[config.mk]
export PLATFORM = sky130hd
export DESIGN_NAME = utf8_emoji_filter
export DESIGN_NICKNAME = d
export VERILOG_FILES = /design/src/hdl/udf_pkg.sv /design/src/hdl/udf_datapath.sv /design/src/hdl/udf_ctrl.sv /design/src/hdl/utf8_emoji_filter.sv
export SDC_FILE = /design/constraint.sdc
export NUM_CORES = 1
export LEC_CHECK = 0
export ABC_AREA = 1
export BUFFER_PORTS_ARGS = -buffer_cell sky130_fd_sc_hd__buf_4
export CAP_MARGIN = 20
export CELL_PAD_IN_SITES_DETAIL_PLACEMENT = 1
export CELL_PAD_IN_SITES_GLOBAL_PLACEMENT = 1
export CORE_ASPECT_RATIO = 1.75
export CORE_MARGIN = 5
export CORE_UTILIZATION = 46
export DETAILED_ROUTE_END_ITERATION = 8
export PLACE_DENSITY = 0.88
export SLEW_MARGIN = 20
export SYNTH_ARGS = -nofsm -noshare
export SYNTH_HDL_FRONTEND = slang
export SYNTH_SLANG_ARGS = --single-unit
export TNS_END_PERCENT = 100
[constraint.sdc]
create_clock -name clk -period 5.2 [get_ports clk]
set_input_delay 0.26 -clock clk [delete_from_list [all_inputs] [get_ports clk]]
set_output_delay 0.26 -clock clk [all_outputs]
set_load 0.005 [all_outputs]
[src/hdl/udf_pkg.sv]
package udf_pkg;

  typedef struct packed {
    logic load;
    logic step;
    logic pop;
    logic finish;
  } udf_cmd_t;

  typedef struct packed {
    logic done;
    logic final_step;
    logic have_out;
    logic have_out_after;
    logic last;
  } udf_stat_t;

endpackage

[src/hdl/udf_datapath.sv]
module udf_datapath import udf_pkg::*; (
  input  logic       clk,
  input  logic       rst_n,
  input  logic [7:0] in_byte,
  input  logic       in_end,
  input  udf_cmd_t   cmd,
  output udf_stat_t  stat,
  output logic [7:0] out_byte,
  output logic       has_byte,
  output logic       last_of_run,
  output logic       text_done
);

  logic [7:0]  buf_r [4];
  logic [2:0]  cnt_r;
  logic [7:0]  emit_r [4];
  logic [2:0]  ecnt_r;
  logic [1:0]  rd_r;
  logic        end_r;

  logic [7:0]  lead;
  logic [2:0]  len;
  logic [3:0]  cont;
  logic        bad;
  logic        short_seq;
  logic        wait_c;
  logic        valid_seq;
  logic [2:0]  consume;
  logic [20:0] cp;
  logic        filt;
  logic [2:0]  nemit;
  logic [2:0]  ecnt_after;
  logic [7:0]  shifted [4];
  logic [2:0]  src [4];
  logic [2:0]  ofs [4];
  logic        last_c;

  function automatic logic [2:0] seq_len(input logic [7:0] b);
    if (b < 8'h80) begin
      return 3'd1;
    end else if (b < 8'hE0) begin
      return 3'd2;
    end else if (b < 8'hF0) begin
      return 3'd3;
    end else if (b < 8'hF8) begin
      return 3'd4;
    end
    return 3'd0;
  endfunction

  function automatic logic in_range(input logic [20:0] v, input logic [20:0] lo,
                                    input logic [20:0] hi);
    return (v >= lo) && (v <= hi);
  endfunction

  function automatic logic in_filter(input logic [20:0] v);
    return in_range(v, 21'h1F600, 21'h1F64F) || in_range(v, 21'h1F300, 21'h1F5FF) ||
           in_range(v, 21'h1F680, 21'h1F6FF) || in_range(v, 21'h1F900, 21'h1F9FF) ||
           in_range(v, 21'h1F1E0, 21'h1F1FF) || in_range(v, 21'h1FA00, 21'h1FAFF) ||
           in_range(v, 21'h02300, 21'h023FF) || in_range(v, 21'h02460, 21'h027BF) ||
           in_range(v, 21'h0FE00, 21'h0FE0F) || (v == 21'h0200D) || (v == 21'h020E3) ||
           in_range(v, 21'hE0000, 21'hE007F);
  endfunction

  always_comb begin
    lead = buf_r[0];
    len  = seq_len(lead);
    for (int i = 0; i < 4; i++) begin
      cont[i] = (buf_r[i][7:6] == 2'b10);
    end
    bad = 1'b0;
    for (int i = 1; i < 4; i++) begin
      if ((3'(i) < cnt_r) && (3'(i) < len) && !cont[i]) begin
        bad = 1'b1;
      end
    end
    short_seq = (len > 3'd1) && !bad && (cnt_r < len);
    wait_c    = short_seq && !end_r;
    valid_seq = (len > 3'd1) && !bad && !short_seq;
    consume   = valid_seq ? len : 3'd1;
    case (len)
      3'd2:    cp = {10'd0, buf_r[0][4:0], buf_r[1][5:0]};
      3'd3:    cp = {5'd0, buf_r[0][3:0], buf_r[1][5:0], buf_r[2][5:0]};
      3'd4:    cp = {buf_r[0][2:0], buf_r[1][5:0], buf_r[2][5:0], buf_r[3][5:0]};
      default: cp = 21'd0;
    endcase
    filt = in_filter(cp);
    if (len == 3'd1) begin
      nemit = 3'd1;
    end else if (valid_seq && !filt) begin
      nemit = len;
    end else begin
      nemit = 3'd0;
    end
    ecnt_after = ecnt_r + nemit;
    for (int i = 0; i < 4; i++) begin
      src[i]     = 3'(i) + consume;
      shifted[i] = buf_r[src[i][1:0]];
      ofs[i]     = 3'(i) - ecnt_r;
    end
    last_c = (ecnt_r == 3'd0) || ({1'b0, rd_r} == (ecnt_r - 3'd1));
  end

  assign stat.done           = (cnt_r == 3'd0) || wait_c;
  assign stat.final_step     = (cnt_r == consume);
  assign stat.have_out       = (ecnt_r != 3'd0) || end_r;
  assign stat.have_out_after = (ecnt_after != 3'd0) || end_r;
  assign stat.last           = last_c;

  always_ff @(posedge clk) begin
    if (!rst_n) begin
      cnt_r  <= 3'd0;
      ecnt_r <= 3'd0;
      rd_r   <= 2'd0;
      end_r  <= 1'b0;
    end else begin
      if (cmd.load) begin
        buf_r[cnt_r[1:0]] <= in_byte;
        cnt_r             <= cnt_r + 3'd1;
        end_r             <= in_end;
      end
      if (cmd.step) begin
        for (int i = 0; i < 4; i++) begin
          if (src[i] < 3'd4) begin
            buf_r[i] <= shifted[i];
          end
          if ((3'(i) >= ecnt_r) && (3'(i) < ecnt_after)) begin
            emit_r[i] <= buf_r[ofs[i][1:0]];
          end
        end
        cnt_r  <= cnt_r - consume;
        ecnt_r <= ecnt_after;
      end
      if (cmd.finish) begin
        ecnt_r <= 3'd0;
        rd_r   <= 2'd0;
      end else if (cmd.pop) begin
        rd_r <= rd_r + 2'd1;
      end
    end
  end

  assign has_byte    = (ecnt_r != 3'd0);
  assign out_byte    = has_byte ? emit_r[rd_r] : 8'h00;
  assign last_of_run = last_c;
  assign text_done   = last_c && end_r;

`ifndef SYNTHESIS
  a_cnt_bound: assert property (@(posedge clk) disable iff (!rst_n)
    cnt_r <= 3'd4)
    else $error("buffer count out of range");
  a_ecnt_bound: assert property (@(posedge clk) disable iff (!rst_n)
    cmd.step |-> ecnt_after <= 3'd4)
    else $error("emit queue overflow");
  a_load_room: assert property (@(posedge clk) disable iff (!rst_n)
    cmd.load |-> (cnt_r <= 3'd3) && (ecnt_r == 3'd0))
    else $error("load into a full buffer or undrained queue");
`endif

endmodule

[src/hdl/udf_ctrl.sv]
module udf_ctrl import udf_pkg::*; (
  input  logic      clk,
  input  logic      rst_n,
  input  logic      in_tvalid,
  output logic      in_tready,
  output logic      out_tvalid,
  input  logic      out_tready,
  input  udf_stat_t stat,
  output udf_cmd_t  cmd
);

  typedef enum logic [1:0] {
    S_IDLE,
    S_PROC,
    S_OUT
  } state_t;

  state_t state_r, state_nxt;
  logic   in_tready_r, out_tvalid_r;

  assign in_tready  = in_tready_r;
  assign out_tvalid = out_tvalid_r;

  always_comb begin
    cmd.load   = in_tvalid && in_tready_r;
    cmd.step   = (state_r == S_PROC) && !stat.done;
    cmd.pop    = out_tvalid_r && out_tready;
    cmd.finish = cmd.pop && stat.last;
    state_nxt  = state_r;
    case (state_r)
      S_IDLE: begin
        if (cmd.load) begin
          state_nxt = S_PROC;
        end
      end
      S_PROC: begin
        if (stat.done) begin
          state_nxt = stat.have_out ? S_OUT : S_IDLE;
        end else if (stat.final_step) begin
          state_nxt = stat.have_out_after ? S_OUT : S_IDLE;
        end
      end
      S_OUT: begin
        if (cmd.finish) begin
          state_nxt = S_IDLE;
        end
      end
      default: state_nxt = S_IDLE;
    endcase
  end

  always_ff @(posedge clk) begin
    if (!rst_n) begin
      state_r      <= S_IDLE;
      in_tready_r  <= 1'b0;
      out_tvalid_r <= 1'b0;
    end else begin
      state_r      <= state_nxt;
      in_tready_r  <= (state_nxt == S_IDLE);
      out_tvalid_r <= (state_nxt == S_OUT);
    end
  end

endmodule

[src/hdl/utf8_emoji_filter.sv]
// An accepted byte is decoded one sequence per cycle by the single decode step.
// No new byte is taken until those steps are done and every result that they
// gave has been taken at the output.
// Reset: synchronous, active low; clears the buffer count and result queue, and the
// input becomes ready in the cycle after reset is released.
module utf8_emoji_filter import udf_pkg::*; (
  input  logic       clk,
  input  logic       rst_n,
  input  logic       in_tvalid,
  output logic       in_tready,
  input  logic [7:0] in_tdata,   // [7:0] in_byte
  input  logic       in_tlast,   // end_of_text
  output logic       out_tvalid,
  input  logic       out_tready,
  output logic [7:0] out_tdata,  // [7:0] out_byte
  output logic       out_tlast,  // last_of_run
  output logic [1:0] out_tuser   // [0] has_byte, [1] text_done
);

  udf_cmd_t  cmd;
  udf_stat_t stat;
  logic      has_byte;
  logic      text_done;

  udf_ctrl u_ctrl (
    .clk        (clk),
    .rst_n      (rst_n),
    .in_tvalid  (in_tvalid),
    .in_tready  (in_tready),
    .out_tvalid (out_tvalid),
    .out_tready (out_tready),
    .stat       (stat),
    .cmd        (cmd)
  );

  udf_datapath u_dp (
    .clk         (clk),
    .rst_n       (rst_n),
    .in_byte     (in_tdata),
    .in_end      (in_tlast),
    .cmd         (cmd),
    .stat        (stat),
    .out_byte    (out_tdata),
    .has_byte    (has_byte),
    .last_of_run (out_tlast),
    .text_done   (text_done)
  );

  assign out_tuser = {text_done, has_byte};

`ifndef SYNTHESIS
  a_excl: assert property (@(posedge clk) disable iff (!rst_n)
    !(in_tready && out_tvalid))
    else $error("input and output sides open together");
  a_ret_idle: assert property (@(posedge clk) disable iff (!rst_n)
    (out_tvalid && out_tready && out_tlast) |=> in_tready)
    else $error("not ready after final result");
  a_accept_busy: assert property (@(posedge clk) disable iff (!rst_n)
    (in_tvalid && in_tready) |=> (!in_tready && !out_tvalid))
    else $error("accepted byte not processed");
  a_marker: assert property (@(posedge clk) disable iff (!rst_n)
    (out_tvalid && !out_tuser[0]) |-> (out_tlast && out_tuser[1] && out_tdata == 8'h00))
    else $error("malformed end marker");
`endif

endmodule

==> reports/results.ini, run 1 <==
[floorplan]
die_h_um=167
io_pins=26
die_area_sq_um=16600
core-area_sq_um=13800
die_w_um=99.5
rows=57
initial_utilization_pct=46.6

[clock_tree]
clockBufferDepth=2
cts_buffers=9
clock_latency_ps=370
post_cts_buffers=0
hold_buffers=0
cts_tree=yes
clock_sinks=79
clk_pin_slew_ps=70
clock-root-buffer=clkbuf_16
post_cts_resized=0
htree_levels=3

[outcome]
status=finished, final reports clean

[worst_setup_path]
critPathMostFrequentCell=nand2_2
reg2reg_depth=22
start_kind=register
cp_slowest_cell=nor2_1
crit_type=register to register
crit_fanout=14
critical_path.endpoint_type=register
r2r_start=u_dp.buf_r[0][6]
path_cells=nand2_2 -> nor2_4 -> nand2_1 -> o21ai_4 -> nand2_2 -> clkinv_1 -> nand3_2 -> nand3b_1 -> nor2_1 -> o21bai_2 -> nand3_2 -> nor2_4 -> nand3_1 -> nand2_1 -> ha_1 -> inv_1 -> fa_1 -> xor2_1 -> inv_1 -> nand4_1 -> nand2_2 -> nor2_1
r2r_end=u_dp.emit_r[3][2]
required_ps=5190
worst_ep_arrival_time_ps=4570
slowest_delay_ps=560
r2r_slack_ps=610

[timing]
hold_violations=0
setup_viol=0
worst_slack_ps=611
tightest_slew_ps=919
skew_ps=14.6
rsz0062_at_grt=false
period_share_pct=88.2
fmax_mhz=218
timing.setup.tns_ps=0
post-route-min-period_ps=4590
slew_headroom_pct=38.7
drv_slew=0

[power_and_ir_drop]
p_leak_nw=3.05
power.density_nw_per_um2=233
peakVddDrop_mv=0.167

[synthesis]
yosysTopAreaCell=edfxtp_1
synthFlopType=edfxtp_1
synth_commonest_cells=176 x nand2_1, 127 x o21ai_0, 102 x nor2_1, 99 x inv_1, 64 x edfxtp_1
yosysMostFrequentCell=nand2_1
synthDominantCellAreaShare_pct=29.8
syn_nets=937
async_flop_share_pct=0
synth_edf_count=64
ys_types=53
synth_area_leaders=edfxtp_1 30%, nand2_1 10%, o21ai_0 9.9%
syn_area_sq_um=6450
synthCells=908
syn_avg_cell_area_sq_um=7.10
ys_seq_area_share_pct=34.5
yosysWarningCount=0
ys_seq_elements=79

[place]
hpwl_um=16900
place_ws_ps=702
dpl-instance-area_sq_um=6770
port_buffers=25
gp_congestion=0.953

[worst_hold_path]
hold_path.class=input port to register
min_from=in_tlast
min_path_cells=3
hold_end=u_dp.end_r

[drt]
num_vias=6453
wl_per_cell_um=19.9
wl_um=21900
postRouteAntennaNets=0
drt_pass1_iterations=5
vias_per_cell=5.86
drc=0
drt_iter0_markers=465

[layout]
diodes=0
nNetsFinal=948
final_design_area_no_fill_sq_um=7100
drive_gt1_share_pct=15.3
area_growth_pct=10.0

[global_routing]
grt_first_pass_wirelength_um=35100
grt_overflow=0
grt_max_degree=66
grt_pass1_vias=6726
track_usage_pct=26.8
antenna_found_initial=0

[run]
drv_cap=0

[power by group]
part / switching (mW) / internal [mW]
clock: 0.294 / 0.394
sequential: 0.0168 / 0.695
combinational: 0.173 / 0.0813
[sequential cells by signal, indices dropped and copies added, names as in the netlist, named ones only]
register / flops
u_dp.buf_r: 32
u_dp.emit_r: 32
u_dp.cnt_r: 3
u_dp.ecnt_r: 3
u_ctrl.state_r: 2
u_dp.rd_r: 2
u_ctrl.in_tready: 1
u_ctrl.out_tvalid: 1
u_dp.end_r: 1
[cell type report]
class / instances / area, sq um
fill: 1820 / 6740
multi-input combinational: 668 / 3560
sequential: 79 / 2220
inverter: 119 / 450
timing repair buffer: 42 / 315
clock buffer: 11 / 275
tap: 177 / 221
clock inverter: 5 / 48.8
[worst max-delay path by stage]
stage,end,startpoint
4_1_cts,u_dp.emit_r[3][0],u_dp.buf_r[0][6]
5_1_grt,u_dp.emit_r[3][0],u_dp.buf_r[0][6]
3_3_place_gp,u_dp.emit_r[3][2],u_dp.buf_r[0][6]
3_5_place_dp,u_dp.emit_r[3][2],u_dp.buf_r[0][6]
2_1_floorplan,u_dp.buf_r[1][0],u_dp.buf_r[0][7]
6_report,u_dp.emit_r[3][2],u_dp.buf_r[0][6]
[layout by cell type, fill, tap and decap left out, types with 11 or more instances in the layout]
cell | netlist | routed
nand2_1 | 176 | 176
o21ai_0 | 127 | 127
nor2_1 | 102 | 102
inv_1 | 99 | 99
edfxtp_1 | 64 | 64
nand3_1 | 63 | 62
buf_4 | 5 | 42
a21oi_1 | 34 | 34
o21ai_1 | 18 | 18
nand3_2 | 16 | 17
nand2_2 | 16 | 16
inv_2 | 15 | 15
nor3_1 | 14 | 14
ha_1 | 14 | 14
dfxtp_1 | 15 | 14
clkbuf_16 | 0 | 11
[logic make-up (layout without fill, tap and decap cells)]
kind of cell / Yosys count / in the layout / share of synthesized area, %
AOI/OAI and AO/OA: 220 / 220 / 19.2
buffers and inverters: 161 / 177 / 10.4
DFF: 79 / 79 / 34.5
adders and majority gates: 16 / 16 / 3.34
xor gates and xnor gates: 7 / 7 / 0.951
and+or+nand+nor: 425 / 425 / 31.7
[per-layer routing]
layer / part of all wire, % / track usage (%) / up-vias
li1: - / - / 3066
met1: 38 / 29.7 / 3125
met2: 54 / 49.4 / 196
met3: 3.6 / 3.98 / 66
met4: 4.0 / 12.2 / 0
met5: 0 / 0 / -
[stage by stage]
stage | hold slack [ps] | utilization (%) | cells | power, mW
floorplan | 398 | - | 908 | 0.892
global placement | 534 | 49.0 | 1085 | 0.964
CTS | 192 | 51.3 | 1101 | 1.66
global route | 211 | 51.3 | 1101 | 1.72
finish | 190 | 51.3 | 1101 | 1.65
detailed placement | 529 | 49.0 | 1085 | 0.974
[critical path: cells and delay by family (launching register included)]
family	cells	cell delay [ps]
xor gates and xnor gates	1	210
DFF	1	520
buffers and inverters	3	220
adders and majority gates	2	520
AOI/OAI and AO/OA	2	400
and+or+nand+nor	14	2320
Note: power is estimated with default switching activity, not from simulation.
==> run 2, diff against run 1 <==
--- a/config.mk
+++ b/config.mk
@@ -12,9 +12,9 @@
 export CELL_PAD_IN_SITES_GLOBAL_PLACEMENT = 1
 export CORE_ASPECT_RATIO = 1.75
 export CORE_MARGIN = 5
-export CORE_UTILIZATION = 46
+export CORE_UTILIZATION = 50
 export DETAILED_ROUTE_END_ITERATION = 8
-export PLACE_DENSITY = 0.88
+export PLACE_DENSITY = 0.94
 export SLEW_MARGIN = 20
 export SYNTH_ARGS = -nofsm -noshare
 export SYNTH_HDL_FRONTEND = slang
==> constraint.sdc (replaced) <==
create_clock -name clk -period 5.52 [get_ports clk]
set_input_delay 0.276 -clock clk [delete_from_list [all_inputs] [get_ports clk]]
set_output_delay 0.276 -clock clk [all_outputs]
set_load 0.005 [all_outputs]
==> reports/results.ini, run 2 (synthesis gave the netlist of run 1 again) <==
[layout]
area_growth_pct=9.18
biggestRegsByFlops=u_dp.buf_r (32), u_dp.emit_r (32)
nNetsFinal=944
diodes=0
final_common_cell=nand2_1
drive_gt1_share_pct=14.9
final_cell_mix=176 x nand2_1, 126 x o21ai_0, 102 x nor2_1, 99 x inv_1, 64 x edfxtp_1

[power_and_ir_drop]
p_leak_nw=3.02
power.density_nw_per_um2=216
peakVddDrop_mv=0.179

[worst_setup_path]
start_kind=register
path_delay_family=simple AND/OR/NAND/NOR gates
critPathMostFrequentCell=nand2_2
worst_ep_arrival_time_ps=4880
slowest_delay_ps=760
crit_type=register to register
path_cells=inv_2 -> nor2_4 -> nand2_1 -> o21ai_4 -> nand2_2 -> clkinv_1 -> nand3_2 -> nand2_2 -> a21oi_2 -> nand2_2 -> nand2_2 -> nor3_4 -> nand3_1 -> nand2_1 -> ha_1 -> inv_1 -> fa_1 -> xor2_1 -> inv_1 -> nand4_1 -> nand2_2 -> nor2_1
critical_path.endpoint_type=register
reg2reg_depth=22
cp.depth=22
critPathBufInv=4
crit_fanout=17
required_ps=5490
cp_slowest_cell=edfxtp_1

[worst_hold_path]
hold_path.class=input port to register
min_path_cells=3

[global_routing]
grt_pass1_vias=6995
grt_max_degree=66
antenna_found_initial=0
grt_first_pass_wirelength_um=35500
track_usage_pct=29.7
grt_overflow=0

[timing]
hold_violations=0
rsz0062_at_grt=false
setup_viol=0
tightest_slew_ps=1110
timing.setup.tns_ps=0
post-route-min-period_ps=4910
slew_headroom_pct=25.6
skew_ps=13.3
period_share_pct=88.9
drv_slew=0
fmax_mhz=204
timing.hold.ws_ps=229

[floorplan]
initial_utilization_pct=50.4
core-area_sq_um=12800
io_pins=26
rows=55
die_h_um=160
die_w_um=95.9
die_area_sq_um=15400

[clock_tree]
cts_tree=yes
hold_buffers=0
clk_pin_slew_ps=70
clockBufferDepth=2
post_cts_buffers=0
post_cts_resized=0
clock_latency_ps=350
clock-root-buffer=clkbuf_16
clock_sinks=79
cts_buffers=9
htree_levels=3

[drt]
drt_pass1_iterations=5
postRouteAntennaNets=0
wl_per_cell_um=20.1
vias_per_cell=6.04
wl_um=21900
drt_iter0_markers=423
drc=0
num_vias=6590

[place]
port_buffers=25
gp_congestion=0.990
hpwl_um=16800

[outcome]
status=finished, final reports clean

[run]
drv_cap=0

## run 2: changes by cell type in the layout (fill, tap and decap cells not counted)
| cell | change |
|---|---|
| buf_4 | -4 |
| o21ai_1 | +1 |
| inv_8 | -1 |
| clkinv_4 | +2 |
| o21ai_0 | -1 |
| clkbuf_16 | -1 |
## run 2: where the power goes
group / switching [mW] / internal (mW)
logic: 0.161 / 0.0755
clock network: 0.270 / 0.342
registers: 0.0172 / 0.655
total: 0.449 / 1.07
## run 2: worst register-to-register path, cell delays in order (launching register included)
cell and delay (ps):
edfxtp_1 760, inv_2 190, nor2_4 330, nand2_1 230, o21ai_4 310, nand2_2 130
clkinv_1 90, nand3_2 80, nand2_2 110, a21oi_2 60, nand2_2 80, nand2_2 70
nor3_4 230, nand3_1 100, nand2_1 80, ha_1 160, inv_1 50, fa_1 370
xor2_1 200, inv_1 60, nand4_1 120, nand2_2 120, nor2_1 600
## run 2: layout make-up
cell class | count | area, sq um
fillers | 1678 | 5760
flip-flops and latches | 79 | 2220
clock buffers | 10 | 250
clock inverters | 6 | 55.1
multi-input cells | 668 | 3560
repair buffers | 38 | 285
well taps | 171 | 214
inverters | 119 | 450
## run 2: metrics by stage
stage / power, mW / utilization (%) / setup slack [ps] / std cells / instance area (sq um)
floorplan: 0.841 / - / 1300 / 908 / 6450
global placement: 0.904 / 52.6 / 993 / 1075 / 6740
detailed placement: 0.916 / 52.6 / 679 / 1075 / 6740
CTS: 1.52 / 55.0 / 641 / 1091 / 7040
global route: 1.58 / 55.0 / 328 / 1091 / 7040
finish: 1.52 / 55.0 / 611 / 1091 / 7040
## run 2: worst paths after layout
check | startpoint | end | slack [ps]
worst max-delay path | u_dp.buf_r[0][7] | u_dp.emit_r[3][0] | 610
worst min-delay path | rst_n | u_ctrl.in_tready | 230
worst max register to register | u_dp.buf_r[0][7] | u_dp.emit_r[3][0] | 610
worst min register to register | u_dp.end_r | u_dp.end_r | 550
## run 2: per-layer routing
metal,up-vias,wire [um],track usage (%)
li1,3060,-,-
met1,3196,8170,32.2
met2,242,11500,52.7
met3,92,1040,4.95
met4,0,1220,17.0
met5,-,0,0
